File: config.mk
export PLATFORM = sky130hd
export DESIGN_NAME = dpec_lane
export DESIGN_NICKNAME = d
export VERILOG_FILES = /design/src/rtl/dpec_pkg.sv /design/src/rtl/dpec_lane.sv
export SDC_FILE = /design/constraint.sdc
export NUM_CORES = 1
export LEC_CHECK = 0
export ABC_AREA = 1
export BUFFER_PORTS_ARGS = -buffer_cell sky130_fd_sc_hd__buf_2
export CORE_MARGIN = 1.5
export CORE_UTILIZATION = 55
export DETAILED_ROUTE_END_ITERATION = 16
export GPL_ROUTABILITY_DRIVEN = 0
export HOLD_SLACK_MARGIN = 0.1
export PLACE_DENSITY = 0.73
export SLEW_MARGIN = 5
export SYNTH_ARGS = -nofsm -noshare
export SYNTH_HDL_FRONTEND = slang
export SYNTH_SLANG_ARGS = --single-unit
File: constraint.sdc
create_clock -name clock -period 11 [get_ports clock]
set_clock_uncertainty 0.2 [all_clocks]
set_input_delay 3.3 -clock clock [delete_from_list [all_inputs] [get_ports clock]]
set_output_delay 3.3 -clock clock [all_outputs]
set_load 0.005 [all_outputs]
File: src/rtl/dpec_pkg.sv
// Shared types and constants for the depth patch edge classifier.
// Depends on nothing; every rtl file refers to it by scoped names.
package dpec_pkg;

   localparam int DEPTH_BITS     = 16;
   localparam int SAMPLES        = 9;
   localparam int IDX_W          = 4;
   localparam int SUM_W          = DEPTH_BITS + 4;
   localparam int DEV_W          = SUM_W;
   localparam int SQ_W           = 2 * DEV_W;
   localparam int WSUM_W         = SQ_W + 4;
   localparam int AD_W           = WSUM_W;
   localparam int SCORE_W        = AD_W + 4;
   localparam int THR_W          = 32;
   localparam int SCALE_W        = 13;
   localparam int THR_SCALED_W   = THR_W + SCALE_W;
   localparam int CMP_W          = (SCORE_W > THR_SCALED_W) ? SCORE_W : THR_SCALED_W;

   localparam logic [IDX_W-1:0]   CENTER_INDEX = IDX_W'(4);
   localparam logic [IDX_W-1:0]   LAST_INDEX   = IDX_W'(SAMPLES - 1);
   localparam logic [SCALE_W-1:0] SCORE_SCALE  = SCALE_W'(6561);

   typedef logic [DEPTH_BITS-1:0] depth_type;

   typedef struct packed {
      depth_type depth_top_left;
      depth_type depth_top_mid;
      depth_type depth_top_right;
      depth_type depth_mid_left;
      depth_type depth_center;
      depth_type depth_mid_right;
      depth_type depth_bottom_left;
      depth_type depth_bottom_mid;
      depth_type depth_bottom_right;
   } req_type;

   typedef struct packed {
      logic             is_strong;
      logic [IDX_W-1:0] nearest_index;
   } rsp_type;

endpackage

File: src/rtl/dpec_lane.sv
// One sample lane: squared deviation from the mean and its spread term.
// Depends on dpec_pkg for widths.
module dpec_lane (
   input  logic                         clock,
   input  logic [dpec_pkg::DEPTH_BITS-1:0] depth,
   input  logic [dpec_pkg::SUM_W-1:0]   sum,
   input  logic [dpec_pkg::WSUM_W-1:0]  wsum,
   output logic [dpec_pkg::SQ_W-1:0]    sq_dev,
   output logic [dpec_pkg::AD_W-1:0]    abs_diff
);

   logic [dpec_pkg::SUM_W-1:0]  nine_d;
   logic [dpec_pkg::DEV_W-1:0]  dev_in;
   logic [dpec_pkg::DEV_W-1:0]  dev_ff;
   logic [dpec_pkg::SQ_W-1:0]   sq_in;
   logic [dpec_pkg::SQ_W-1:0]   sq_ff;
   logic [dpec_pkg::SQ_W-1:0]   sq_d1_ff;
   logic [dpec_pkg::SQ_W-1:0]   sq_d2_ff;
   logic [dpec_pkg::AD_W-1:0]   nine_w;
   logic [dpec_pkg::AD_W-1:0]   ad_in;
   logic [dpec_pkg::AD_W-1:0]   ad_ff;

   always_comb begin
      nine_d = (dpec_pkg::SUM_W'(depth) << 3) + dpec_pkg::SUM_W'(depth);
      dev_in = (nine_d >= sum) ? (nine_d - sum) : (sum - nine_d);
      sq_in  = dev_ff * dev_ff;
      nine_w = (dpec_pkg::AD_W'(sq_d2_ff) << 3) + dpec_pkg::AD_W'(sq_d2_ff);
      ad_in  = (nine_w >= wsum) ? (nine_w - wsum) : (wsum - nine_w);
   end

   // sq_d2_ff lines up with wsum from the shared adder tree
   always_ff @(posedge clock) begin
      dev_ff   <= dev_in;
      sq_ff    <= sq_in;
      sq_d1_ff <= sq_ff;
      sq_d2_ff <= sq_d1_ff;
      ad_ff    <= ad_in;
   end

   assign sq_dev   = sq_ff;
   assign abs_diff = ad_ff;

endmodule

=== After elaboration in Yosys (flattened, before gate mapping) ===
Cells that the tools add are included.

* Output and inout port bits: 84
* Flip-flop bits (word level): 184

* Muxes and demuxes: 2
* Add/subtract/negate cells: 6
* $lt $le $gt $ge: 2
* Multipliers: 1

{| class="wikitable"
|+ Operators by type and width
! cell !! number
|-
| subtractor 44 bit || 2
|-
| adder 43 x 40 -> 44 bit || 1
|-
| >= comparator 44 bit || 1
|-
| 2-to-1 mux 44 bit || 1
|-
| multiplier 20 x 20 -> 40 bit || 1
|-
| subtractor 20 bit || 2
|-
| adder 19 x 16 -> 20 bit || 1
|-
| >= comparator 20 bit || 1
|-
| 2-to-1 mux 20 bit || 1
|}

=== Depth between registers and ports, before layout ===
Gate-level depths: netlist of the first run.

* Word-level depth: 3
* Gate-level depth with buffers: 30
* Depth with buffers taken out: 29

=== Worst setup path before layout of the first run ===
No wires, ideal clock.

* Path type: input to register
* From: input depth[0] (netlist bit)
* To: register dev_ff[11] (netlist bit)
* Slack: 4513 ps
* Stages: 21
* Data required time: 10684 ps
* Setup time: 116 ps
* Arrival: 6171 ps
* Cell sequence: ha_1 fa_1 nand2_1 nand3_1 o21ai_0 inv_1 a21oi_1 o21ai_0 xnor2_1 inv_1 ha_1 nand2_1 inv_1 nand2_1 nor2_2 nand3_1 nor3_2 nor2_4 buf_4 o21ai_0 nand2_1

* Word-level cells in the longest chain between the ends: 3

{| class="wikitable"
|+ RTL lines
! element !! RTL line !! RTL
|-
| from (decl) || dpec_lane.sv:5 || <nowiki>input logic [dpec_pkg::DEPTH_BITS-1:0] depth,</nowiki>
|-
| adder 19 x 16 -> 20 bit (*) || dpec_lane.sv:24 || <nowiki>nine_d = (dpec_pkg::SUM_W'(depth) << 3) + dpec_pkg::SUM_W'(depth);</nowiki>
|-
| subtractor 20 bit / >= comparator 20 bit (equally long branches) || dpec_lane.sv:25 || <nowiki>dev_in = (nine_d >= sum) ? (nine_d - sum) : (sum - nine_d);</nowiki>
|-
| 2-to-1 mux 20 bit (*) || dpec_lane.sv:25 ||
|-
| net dev_in, one bit || dpec_lane.sv:13 || <nowiki>logic [dpec_pkg::DEV_W-1:0] dev_in;</nowiki>
|-
| to (signal assigned) || dpec_lane.sv:33 || <nowiki>dev_ff <= dev_in;</nowiki>
|-
| to (decl) || dpec_lane.sv:14 || <nowiki>logic [dpec_pkg::DEV_W-1:0] dev_ff;</nowiki>
|}

Mark *: on every way through the listed nets, which the timed path passes. The rest lies on a longest branch.

=== Final worst setup path of the first run ===
* From: register dev_ff[10] (netlist bit)
* To: register sq_ff (netlist bit sq_dev[34])

* Word-level cells in the longest chain between the ends: 1

{| class="wikitable"
|+ RTL lines
! element !! RTL line !! RTL
|-
| multiplier 20 x 20 -> 40 bit || dpec_lane.sv:26 || <nowiki>sq_in = dev_ff * dev_ff;</nowiki>
|-
| net sq_in, one bit || dpec_lane.sv:15 || <nowiki>logic [dpec_pkg::SQ_W-1:0] sq_in;</nowiki>
|-
| to (signal assigned) || dpec_lane.sv:34 || <nowiki>sq_ff <= sq_in;</nowiki>
|-
| to (decl) || dpec_lane.sv:16 || <nowiki>logic [dpec_pkg::SQ_W-1:0] sq_ff;</nowiki>
|}

The timed path passes the listed nets, and every way through them passes these cells.

==> results of run 1 <==
[worst max path at each step]
stage | to | slack [ns] | cells past startpoint
floorplan | dev_ff[11] | 4.51 | 21
global placement | dev_ff[14] | 3.82 | 22
detailed placement | dev_ff[10] | 3.78 | 22
CTS | sq_dev[34] | 4.07 | 21
global route | sq_dev[34] | 3.62 | 22
finish | sq_dev[34] | 4.01 | 21
[worst register-to-register path, stage by stage (launching register included)]
cell                      delay [ns]
sky130_fd_sc_hd__dfxtp_1        1.07
sky130_fd_sc_hd__nand2_1        0.17
sky130_fd_sc_hd__fa_1           0.57
sky130_fd_sc_hd__inv_1          0.07
sky130_fd_sc_hd__fa_1           0.53
sky130_fd_sc_hd__fa_1           0.44
sky130_fd_sc_hd__fa_1           0.51
sky130_fd_sc_hd__inv_1          0.05
sky130_fd_sc_hd__fa_1           0.52
sky130_fd_sc_hd__inv_1          0.05
sky130_fd_sc_hd__fa_1           0.47
sky130_fd_sc_hd__inv_1          0.05
sky130_fd_sc_hd__fa_1           0.49
sky130_fd_sc_hd__inv_1          0.04
sky130_fd_sc_hd__ha_1           0.34
sky130_fd_sc_hd__nand2_1        0.10
sky130_fd_sc_hd__nor2_1         0.23
sky130_fd_sc_hd__nand2_1        0.08
sky130_fd_sc_hd__o21ai_0        0.53
sky130_fd_sc_hd__nand3_1        0.19
sky130_fd_sc_hd__nand3_1        0.13
sky130_fd_sc_hd__nand2_1        0.05
[per-stage QoR]
| stage | cells | util [%] | cell area [sq um] |
|---|---|---|---|
| floorplan | 4461 | - | 29200 |
| global placement | 5234 | 58.1 | 30500 |
| detailed placement | 5234 | 58.1 | 30500 |
| CTS | 5266 | 59.3 | 31100 |
| global route | 5266 | 59.3 | 31100 |
| finish | 5266 | 59.3 | 31100 |
[routing by layer]
layer	up-vias	track usage [%]	wire length [um]
li1	13600	-	-
met1	12500	35.3	32000
met3	271	3.55	4980
met5	-	0	0
met4	0	17.7	4780
met2	946	57.1	41000
[layout by cell type, fill, tap and decap left out, drive strengths merged]
| cell | instances |
|---|---|
| and2 | 4 |
| dfxtp | 181 |
| o311ai | 1 |
| o21a | 11 |
| inv | 973 |
| o21ai | 111 |
| ha | 329 |
| a21oi | 203 |
| a31oi | 8 |
| conb | 1 |
| bufinv | 3 |
| clkbuf | 22 |
| fa | 281 |
| clkinvlp | 1 |
| buf | 169 |
| nand3 | 187 |
| nor3 | 28 |
| nand3b | 5 |
| nor4 | 6 |
| nand4 | 32 |
| o21bai | 22 |
| a22oi | 2 |
| o211ai | 6 |
| a31o | 1 |
| a21o | 14 |
| a221oi | 1 |
| o22ai | 1 |
| nor2 | 300 |
| nor3b | 1 |
| xor2 | 116 |
| nand2 | 1533 |
| xnor2 | 23 |
| or2 | 2 |
[registers in the layout, summed over array words and instances, names as in the netlist]
register / cells
sq_d1_ff: 39
sq_dev: 39
sq_d2_ff: 39
abs_diff: 44
dev_ff: 20
[cells by family after synthesis]
group	share of synthesized area [%]
AND/OR/NAND/NOR	28.9
buffers and inverters	13.9
adder cells (fa/ha/maj)	33.4
AO/OA/AOI/OAI	7.21
flip-flops	12.4
XOR/XNOR	4.17
other	0.0129
[final cells by class]
type                       instances  area [sq um]
clock buffer                      22           484
clock inverter                    10           153
fill                            5195         21300
inverter                         967          3630
multi-input combinational       3229         21500
sequential                       181          3620
tap                              688           861
timing repair buffer             169           861
==> out/results.ini, run 1 <==
[timing]
finalMaxSlewViolations = 0
finalWorstSetupSlack_ns = 4.01
max_slew_margin_pct = 21.6
fin_worst_hold_slack_ns = 0.114
final-setup-viol-count = 0
timing.final.crit_share_pct = 63.6
worst_pin_slew_ns = 1.17
unrepaired_setup_endpoints_after_global_routing = no
layout_min_cycle_time_ns = 6.99
finalSetupTns_ns = 0
fmax_mhz = 143
report.final.hold_viol_count = 0

[place]
dpl.hpwl_mm = 70.4
dp_slack_ns = 3.78
place.port_buffers = 163

[clocking]
cts-root-to-sink-buffers = 2
clock_h_tree_levels = 4
tritoncts = built
cts_buffers = 17
clk_pin_slew_ns = 0.08
clockRootBuffer = sky130_fd_sc_hd__clkbuf_16
postCtsSetupRepairBufs = 0
cts-resized-gates = 0
ctsHoldBuffers = 0
tritoncts_num_sinks = 181
insertion_delay_ns = 0.48

[min_path]
hp-start = sq_d1_ff[22]
worstHoldPathCells = 0
hold_worst_path_end = sq_d2_ff[22]
hold_path_class = reg2reg

[critical_path]
reg2reg_from = dev_ff[10]
cp.buffers_inverters = 5
crit_top_cell = sky130_fd_sc_hd__fa_1
critPathKind = reg2reg
crit_start = dev_ff[10]
endpoint_kind = flip-flop
critPathMaxFanout = 20
critPathSlowestCell = sky130_fd_sc_hd__dfxtp_1
critical_path_arrival_ns = 7.16
setup.worst_path.start_class = flip-flop
cp.required_ns = 11.17
critical-path-top-delay-family = adder cells
r2r_setup_slack_ns = 4.01
crit_path_max_incr_delay_ns = 1.07
r2r_cells = 21
r2r-end = sq_dev[34]
critical_path.cell_chain = nand2_1 > fa_1 > inv_1 > fa_1 > fa_1 > fa_1 > inv_1 > fa_1 > inv_1 > fa_1 > inv_1 > fa_1 > inv_1 > ha_1 > nand2_1 > nor2_1 > nand2_1 > o21ai_0 > nand3_1 > nand3_1 > nand2_1

[global_route]
track_usage_pct = 31.3
global_route.overflow_total = 0
antenna_violations_before_repair = 0
number_of_global_route_vias_before_repair = 27300
grt_start_max_net_pins = 45
wire_length_of_the_first_global_routing_pass_mm = 133

[synth]
async_reset_ff_share_pct = 0
synth-seq-area-share_pct = 12.4
synth_seq_cells = 181
netlist.top_cell.by_area = sky130_fd_sc_hd__nand2_1
synth_ff_type = sky130_fd_sc_hd__dfxtp_1
netlist_top_cells_area = sky130_fd_sc_hd__nand2_1 20%, sky130_fd_sc_hd__fa_1 19%, sky130_fd_sc_hd__ha_1 14%, sky130_fd_sc_hd__dfxtp_1 12%, sky130_fd_sc_hd__inv_1 12%
synth_warnings = 0
yosysUniqueCellTypes = 47
synth_most_common_cell = sky130_fd_sc_hd__nand2_1
synth_commonest_cells = 1518 x sky130_fd_sc_hd__nand2_1, 958 x sky130_fd_sc_hd__inv_1, 329 x sky130_fd_sc_hd__ha_1
post_synth_edffs = 0
synth_area_per_cell_sq_um = 6.54
synth.net_count = 5152
synth.cell_area_sq_um = 29200
yosys.area.top_type_share_pct = 19.5
number_of_instances_in_the_synthesized_netlist = 4461

[route]
drt_iter0_drc = 1845
postRouteWirelength_mm = 82.7
vias = 27400
drc = 0
detail-route-antenna-nets = 0
drtPass1Iterations = 8
vias_per_cell = 5.20
wl_per_cell_um = 15.7

[run]
timing.max_cap.violations = 0

[die]
floorplan.die.width_um = 233
number_of_rows_in_the_core_area = 84
die-height_um = 233
initial_standard_cell_utilization_of_the_core_pct = 55.6
floorplan.die_area_sq_um = 54400
core_area_sq_um = 52400
pin_count = 165

[outcome]
run_status = complete, no violations

[cells_and_area]
layout-drive-gt1-share_pct = 5.55
area_growth_syn_to_layout_pct = 6.61
finish.net_count = 5256
diodes = 0

Power of run 1 is not shown: default switching activity piles up to over one toggle a cycle in this logic, so the estimate is an artifact.
==> inputs of run 2 (changes only) <==
--- a/config.mk
+++ b/config.mk
@@ -12,7 +12,7 @@
 export DETAILED_ROUTE_END_ITERATION = 16
 export GPL_ROUTABILITY_DRIVEN = 0
 export HOLD_SLACK_MARGIN = 0.1
-export PLACE_DENSITY = 0.73
+export PLACE_DENSITY = 0.76
 export SLEW_MARGIN = 5
 export SYNTH_ARGS = -nofsm -noshare
 export SYNTH_HDL_FRONTEND = slang
==> constraint.sdc (replaced) <==
create_clock -name clock -period 5.9 [get_ports clock]
set_clock_uncertainty 0.2 [all_clocks]
set_input_delay 1.77 -clock clock [delete_from_list [all_inputs] [get_ports clock]]
set_output_delay 1.77 -clock clock [all_outputs]
set_load 0.005 [all_outputs]
==> out/results.ini, run 2 (synthesis results as in run 1) <==
[global_route]
grt_start_max_net_pins = 45  ; unchanged
global_route.overflow_total = 0  ; unchanged
track_usage_pct = 32.2  ; +0.82 points
antenna_violations_before_repair = 1  ; +1
wire_length_of_the_first_global_routing_pass_mm = 137  ; +3.1%
number_of_global_route_vias_before_repair = 28300  ; +3.5%

[cells_and_area]
layout.core_utilization_pct = 63.7  ; +4.4 points
multi_input_comb_area_sq_um = 22300  ; +4.0%
seqCellArea_sq_um = 3670  ; +1.3%
diodes = 0  ; unchanged
largest_register_ff_count = 44  ; unchanged
area_growth_syn_to_layout_pct = 14.5
layout.cells.most_common_list = 1479 x sky130_fd_sc_hd__nand2_1, 944 x sky130_fd_sc_hd__inv_1, 308 x sky130_fd_sc_hd__ha_1
nFillCells = 4634  ; -11%
finish.net_count = 5423  ; +3.2%
layout-drive-gt1-share_pct = 12.8  ; +7.3 points
most_common_cell_after_layout_fill_and_taps_aside = sky130_fd_sc_hd__nand2_1

[die]
pin_count = 165  ; unchanged
floorplan.die.width_um = 233  ; unchanged
initial_standard_cell_utilization_of_the_core_pct = 55.6  ; unchanged
die-height_um = 233  ; unchanged
number_of_rows_in_the_core_area = 84  ; unchanged
floorplan.die_area_sq_um = 54400  ; unchanged
core_area_sq_um = 52400  ; unchanged

[place]
place.port_buffers = 163  ; unchanged
dp_slack_ns = -0.228  ; -4.00 ns
dpl.hpwl_mm = 73.2  ; +3.9%

[clocking]
ctsHoldBuffers = 0  ; unchanged
insertion_delay_ns = 0.49  ; about the same
clock_h_tree_levels = 4  ; unchanged
tritoncts = built
tritoncts_num_sinks = 181  ; unchanged
clk_pin_slew_ns = 0.08  ; about the same
cts-root-to-sink-buffers = 2  ; unchanged
cts_buffers = 17  ; unchanged
clockRootBuffer = sky130_fd_sc_hd__clkbuf_16

[timing]
fmax_mhz = 167  ; +17%
finalSetupTns_ns = -0.439  ; -0.439 ns
layout_min_cycle_time_ns = 5.99  ; -1.00 ns
unrepaired_setup_endpoints_after_global_routing = yes
finalWorstSetupSlack_ns = -0.0901  ; -4.10 ns
report.final.hold_viol_count = 0  ; unchanged
finalMaxSlewViolations = 0  ; unchanged
final-setup-viol-count = 15  ; +15
timing.final.crit_share_pct = 102  ; +38 points
worst_pin_slew_ns = 0.679  ; -0.495 ns
max_slew_margin_pct = 54.5  ; +33 points

[route]
vias = 28700  ; +4.7%
drc = 0  ; unchanged
postRouteWirelength_mm = 88.7  ; +7.2%
detail-route-antenna-nets = 0  ; unchanged
drtPass1Iterations = 6  ; -2
drt_iter0_drc = 2147  ; +16%
vias_per_cell = 5.28  ; +1.5%
wl_per_cell_um = 16.3  ; +3.9%

[critical_path]
setup.worst_path.start_class = flip-flop
cp.required_ns = 6.11  ; -5.06 ns
critical_path_arrival_ns = 6.20  ; -0.96 ns
critPathMaxFanout = 8  ; -60%
crit_top_cell = sky130_fd_sc_hd__fa_1
critical_path.cell_chain = buf_6 > nand2_4 > fa_1 > inv_2 > fa_1 > inv_1 > fa_1 > inv_1 > fa_1 > fa_1 > fa_1 > inv_2 > fa_1 > inv_2 > ha_4 > nand2_4 > nor2_4 > nand2_1 > nor2_1 > nand2_1 > nand3_4 > buf_4 > xor2_1
crit_path_max_incr_delay_ns = 0.55  ; -0.52 ns
critPathKind = reg2reg
endpoint_kind = flip-flop
critPathSlowestCell = sky130_fd_sc_hd__fa_1

[min_path]
hold_path_class = reg2reg

[outcome]
run_status = finished with violations
failed_checks = setup timing

[run]
timing.max_cap.violations = 0  ; unchanged

[run 2: changes by cell type in the layout (fill, tap and decap cells not counted), moves of 17 or more]
cell	before	now
sky130_fd_sc_hd__a21oi_2	2	23
sky130_fd_sc_hd__nand2_2	11	39
sky130_fd_sc_hd__buf_4	6	150
sky130_fd_sc_hd__nor2_1	281	253
sky130_fd_sc_hd__a21oi_1	199	173
sky130_fd_sc_hd__ha_1	329	308
sky130_fd_sc_hd__dfxtp_1	181	164
sky130_fd_sc_hd__nand2_1	1518	1479
sky130_fd_sc_hd__ha_4	0	18
sky130_fd_sc_hd__o21ai_0	94	74
[run 2: metal layers]
| layer | track usage [%] | part of all wire, % | wire [um] |
|---|---|---|---|
| met5 | 0 | 0.019 | 17 |
| met4 | 18.8 | 6.8 | 6060 |
| met3 | 4.20 | 6.6 | 5820 |
| met2 | 58.6 | 50 | 44200 |
| met1 | 35.7 | 37 | 32500 |
[run 2: what timing repair did]
action | 4_1_cts | 5_1_grt
setup buffers | 1 | 16
cloned | 0 | 2
endpoints found under the setup margin | 25 | 28
pin swaps | 6 | 79
resized for setup | 36 | 225
[run 2: area by class of cell]
type | instances | area share, %
Clock buffer | 19 | 1.33
Clock inverter | 13 | 0.427
Inverter | 967 | 10.9
Multi-Input combinational cell | 3229 | 66.9
Sequential cell | 181 | 11.0
Tap cell | 688 | 2.58
Timing Repair Buffer | 336 | 6.94
[run 2: path summary, 6_finish.rpt]
kind / from / to / slack [ns] / cells after the start
setup / recovery: dev_ff[3] / sq_dev[23] / -0.09 / 23
hold reg to reg: sq_d1_ff[24] / sq_d2_ff[24] / 0.11 / 0
setup reg to reg: dev_ff[3] / sq_dev[23] / -0.09 / 23
hold / removal: sq_d1_ff[24] / sq_d2_ff[24] / 0.11 / 0
[run 2: stage by stage]
stage	hold slack, ns	instance area, sq um	cells
3_3_place_gp	0.110	31700	5382
2_1_floorplan	0.110	29200	4461
6_report	0.113	33400	5433
5_1_grt	0.124	33400	5433
4_1_cts	0.114	32400	5415
3_5_place_dp	0.112	31700	5382
[run 2: worst max-delay path, delay by kind of cell, from the launching register on]
family                   cells  cell delay (ns)
XOR/XNOR                     1             0.17
adder cells (fa/ha/maj)      8             3.96
buffers and inverters        7             0.52
flip-flops                   1             0.36
AND/OR/NAND/NOR              7             0.72
Power of run 2 is left out for the same reason.
==> inputs of run 3 (changes only) <==
--- a/config.mk
+++ b/config.mk
@@ -7,12 +7,13 @@
 export LEC_CHECK = 0
 export ABC_AREA = 1
 export BUFFER_PORTS_ARGS = -buffer_cell sky130_fd_sc_hd__buf_2
+export CORE_ASPECT_RATIO = 1.25
 export CORE_MARGIN = 1.5
 export CORE_UTILIZATION = 55
 export DETAILED_ROUTE_END_ITERATION = 16
 export GPL_ROUTABILITY_DRIVEN = 0
 export HOLD_SLACK_MARGIN = 0.1
-export PLACE_DENSITY = 0.76
+export PLACE_DENSITY = 0.73
 export SLEW_MARGIN = 5
 export SYNTH_ARGS = -nofsm -noshare
 export SYNTH_HDL_FRONTEND = slang
==> constraint.sdc (replaced) <==
create_clock -name clock -period 6.79 [get_ports clock]
set_clock_uncertainty 0.2 [all_clocks]
set_input_delay 2.037 -clock clock [delete_from_list [all_inputs] [get_ports clock]]
set_output_delay 2.037 -clock clock [all_outputs]
set_load 0.005 [all_outputs]
==> out/results.ini, run 3 (synthesis results as in run 1) <==
[critical_path]
critPathMaxFanout = 11  ; +3
critPathSlowestCell = sky130_fd_sc_hd__dfxtp_1
critical_path.cell_chain = nand2_1 > fa_1 > inv_1 > fa_1 > inv_1 > fa_1 > inv_1 > fa_1 > fa_1 > fa_1 > inv_1 > fa_1 > inv_1 > ha_1 > a21oi_1 > o21ai_0 > a21oi_2 > nand3_1 > nand2_1 > nand2_1 > nand2_1 > nand2_1
critical_path_arrival_ns = 6.69  ; +0.49 ns
endpoint_kind = flip-flop
cp.required_ns = 6.98  ; +0.87 ns
crit_top_cell = sky130_fd_sc_hd__fa_1
crit_path_max_incr_delay_ns = 0.61  ; +0.06 ns
critPathKind = reg2reg
setup.worst_path.start_class = flip-flop

[place]
postPlaceCellArea_sq_um = 30600  ; -3.5%
place.port_buffers = 163  ; unchanged
dpl.hpwl_mm = 74.2  ; +1.4%
dp_slack_ns = 0.209  ; +0.436 ns

[timing]
finalMaxSlewViolations = 0  ; unchanged
fmax_mhz = 154  ; -7.9%
unrepaired_setup_endpoints_after_global_routing = no
worst_pin_slew_ns = 0.855  ; +0.175 ns
report.final.hold_viol_count = 0  ; unchanged
layout_min_cycle_time_ns = 6.50  ; +0.513 ns
max_slew_margin_pct = 42.8  ; -12 points
final-setup-viol-count = 0  ; -15
finalSetupTns_ns = 0  ; +0.439 ns
timing.final.crit_share_pct = 95.8  ; -5.8 points
finalWorstSetupSlack_ns = 0.287  ; +0.377 ns

[die]
floorplan.die_area_sq_um = 54400  ; about the same
core_area_sq_um = 52600  ; +0.24%
floorplan.die.width_um = 209  ; -10%
pin_count = 165  ; unchanged
die-height_um = 260  ; +12%
number_of_rows_in_the_core_area = 94  ; +12%
initial_standard_cell_utilization_of_the_core_pct = 55.5  ; -0.14 points

[global_route]
track_usage_pct = 32.5  ; +0.35 points
wire_length_of_the_first_global_routing_pass_mm = 137  ; about the same
antenna_violations_before_repair = 0  ; -1
global_route.overflow_total = 0  ; unchanged
number_of_global_route_vias_before_repair = 27700  ; -2.0%
grt_start_max_net_pins = 45  ; unchanged

[cells_and_area]
multi_input_comb_area_sq_um = 21500  ; -3.8%
finish.net_count = 5277  ; -2.7%
most_common_cell_after_layout_fill_and_taps_aside = sky130_fd_sc_hd__nand2_1
seqCellArea_sq_um = 3630  ; -1.1%
nFillCells = 5226  ; +13%
layout.cells.most_common_list = 1518 x sky130_fd_sc_hd__nand2_1, 958 x sky130_fd_sc_hd__inv_1, 329 x sky130_fd_sc_hd__ha_1
layout-drive-gt1-share_pct = 6.11  ; -6.7 points
largest_register_ff_count = 44  ; unchanged
fin_area_sq_um = 31200  ; -6.5%
area_growth_syn_to_layout_pct = 7.03

[route]
drt_iter0_drc = 1763  ; -18%
drc = 0  ; unchanged
vias_per_cell = 5.23  ; -0.85%
wl_per_cell_um = 16.4  ; +0.33%
vias = 27600  ; -3.8%
drtPass1Iterations = 6  ; unchanged
postRouteWirelength_mm = 86.3  ; -2.6%
detail-route-antenna-nets = 0  ; unchanged

[clocking]
clk_pin_slew_ns = 0.08  ; about the same
postCtsSetupRepairBufs = 0  ; -1
insertion_delay_ns = 0.50  ; about the same
cts-resized-gates = 0  ; -100%
tritoncts_num_sinks = 181  ; unchanged
tritoncts = built
ctsHoldBuffers = 0  ; unchanged
cts-root-to-sink-buffers = 2  ; unchanged
clock_h_tree_levels = 4  ; unchanged
clockRootBuffer = sky130_fd_sc_hd__clkbuf_16
cts_buffers = 17  ; unchanged

[outcome]
run_status = complete, no violations

[min_path]
hold_path_class = reg2reg

[run]
timing.max_cap.violations = 0  ; unchanged

## run 3: path summary, 6_finish.rpt
kind	start	to	slack (ns)	cells after the start
worst max-delay path	dev_ff[12]	sq_dev[36]	0.29	22
worst min-delay path	sq_d1_ff[11]	sq_d2_ff[11]	0.12	0
worst max register to register	dev_ff[12]	sq_dev[36]	0.29	22
worst min register to register	sq_d1_ff[11]	sq_d2_ff[11]	0.12	0
## run 3: metrics by stage
| step | utilization [%] | hold WS (ns) | instances |
|---|---|---|---|
| 3_3_place_gp | 58.2 | 0.110 | 5239 |
| 6_report | 59.4 | 0.122 | 5272 |
| 2_1_floorplan | - | 0.110 | 4461 |
| 4_1_cts | 59.4 | 0.126 | 5271 |
| 3_5_place_dp | 58.2 | 0.112 | 5239 |
| 5_1_grt | 59.4 | 0.135 | 5271 |
## run 3: layer usage
layer / part of all wire (%) / vias up / GRT usage [%] / wire [um]
li1: - / 13700 / - / -
met1: 36 / 12700 / 32.7 / 31100
met2: 51 / 888 / 61.6 / 44200
met3: 4.9 / 337 / 4.09 / 4230
met4: 7.9 / 0 / 23.8 / 6790
met5: 0 / - / 0 / 0
## run 3: cell type report
cell class | count | area share, %
antenna | 1 | 0.00802
clock buffer | 18 | 1.41
clock inverter | 14 | 0.505
inverter | 967 | 11.6
multi-input combinational | 3229 | 68.8
sequential | 181 | 11.6
tap | 672 | 2.69
timing repair buffer | 190 | 3.30
## run 3: worst max-delay path, delay by kind of cell (launching register included)
family / cells / cell delay (ns)
buffers and inverters: 5 / 0.26
and+or+nand+nor: 6 / 0.79
AOI/OAI and AO/OA: 3 / 0.67
adders and majority gates: 8 / 3.86
DFF: 1 / 0.61
Power of run 3 is left out for the same reason.
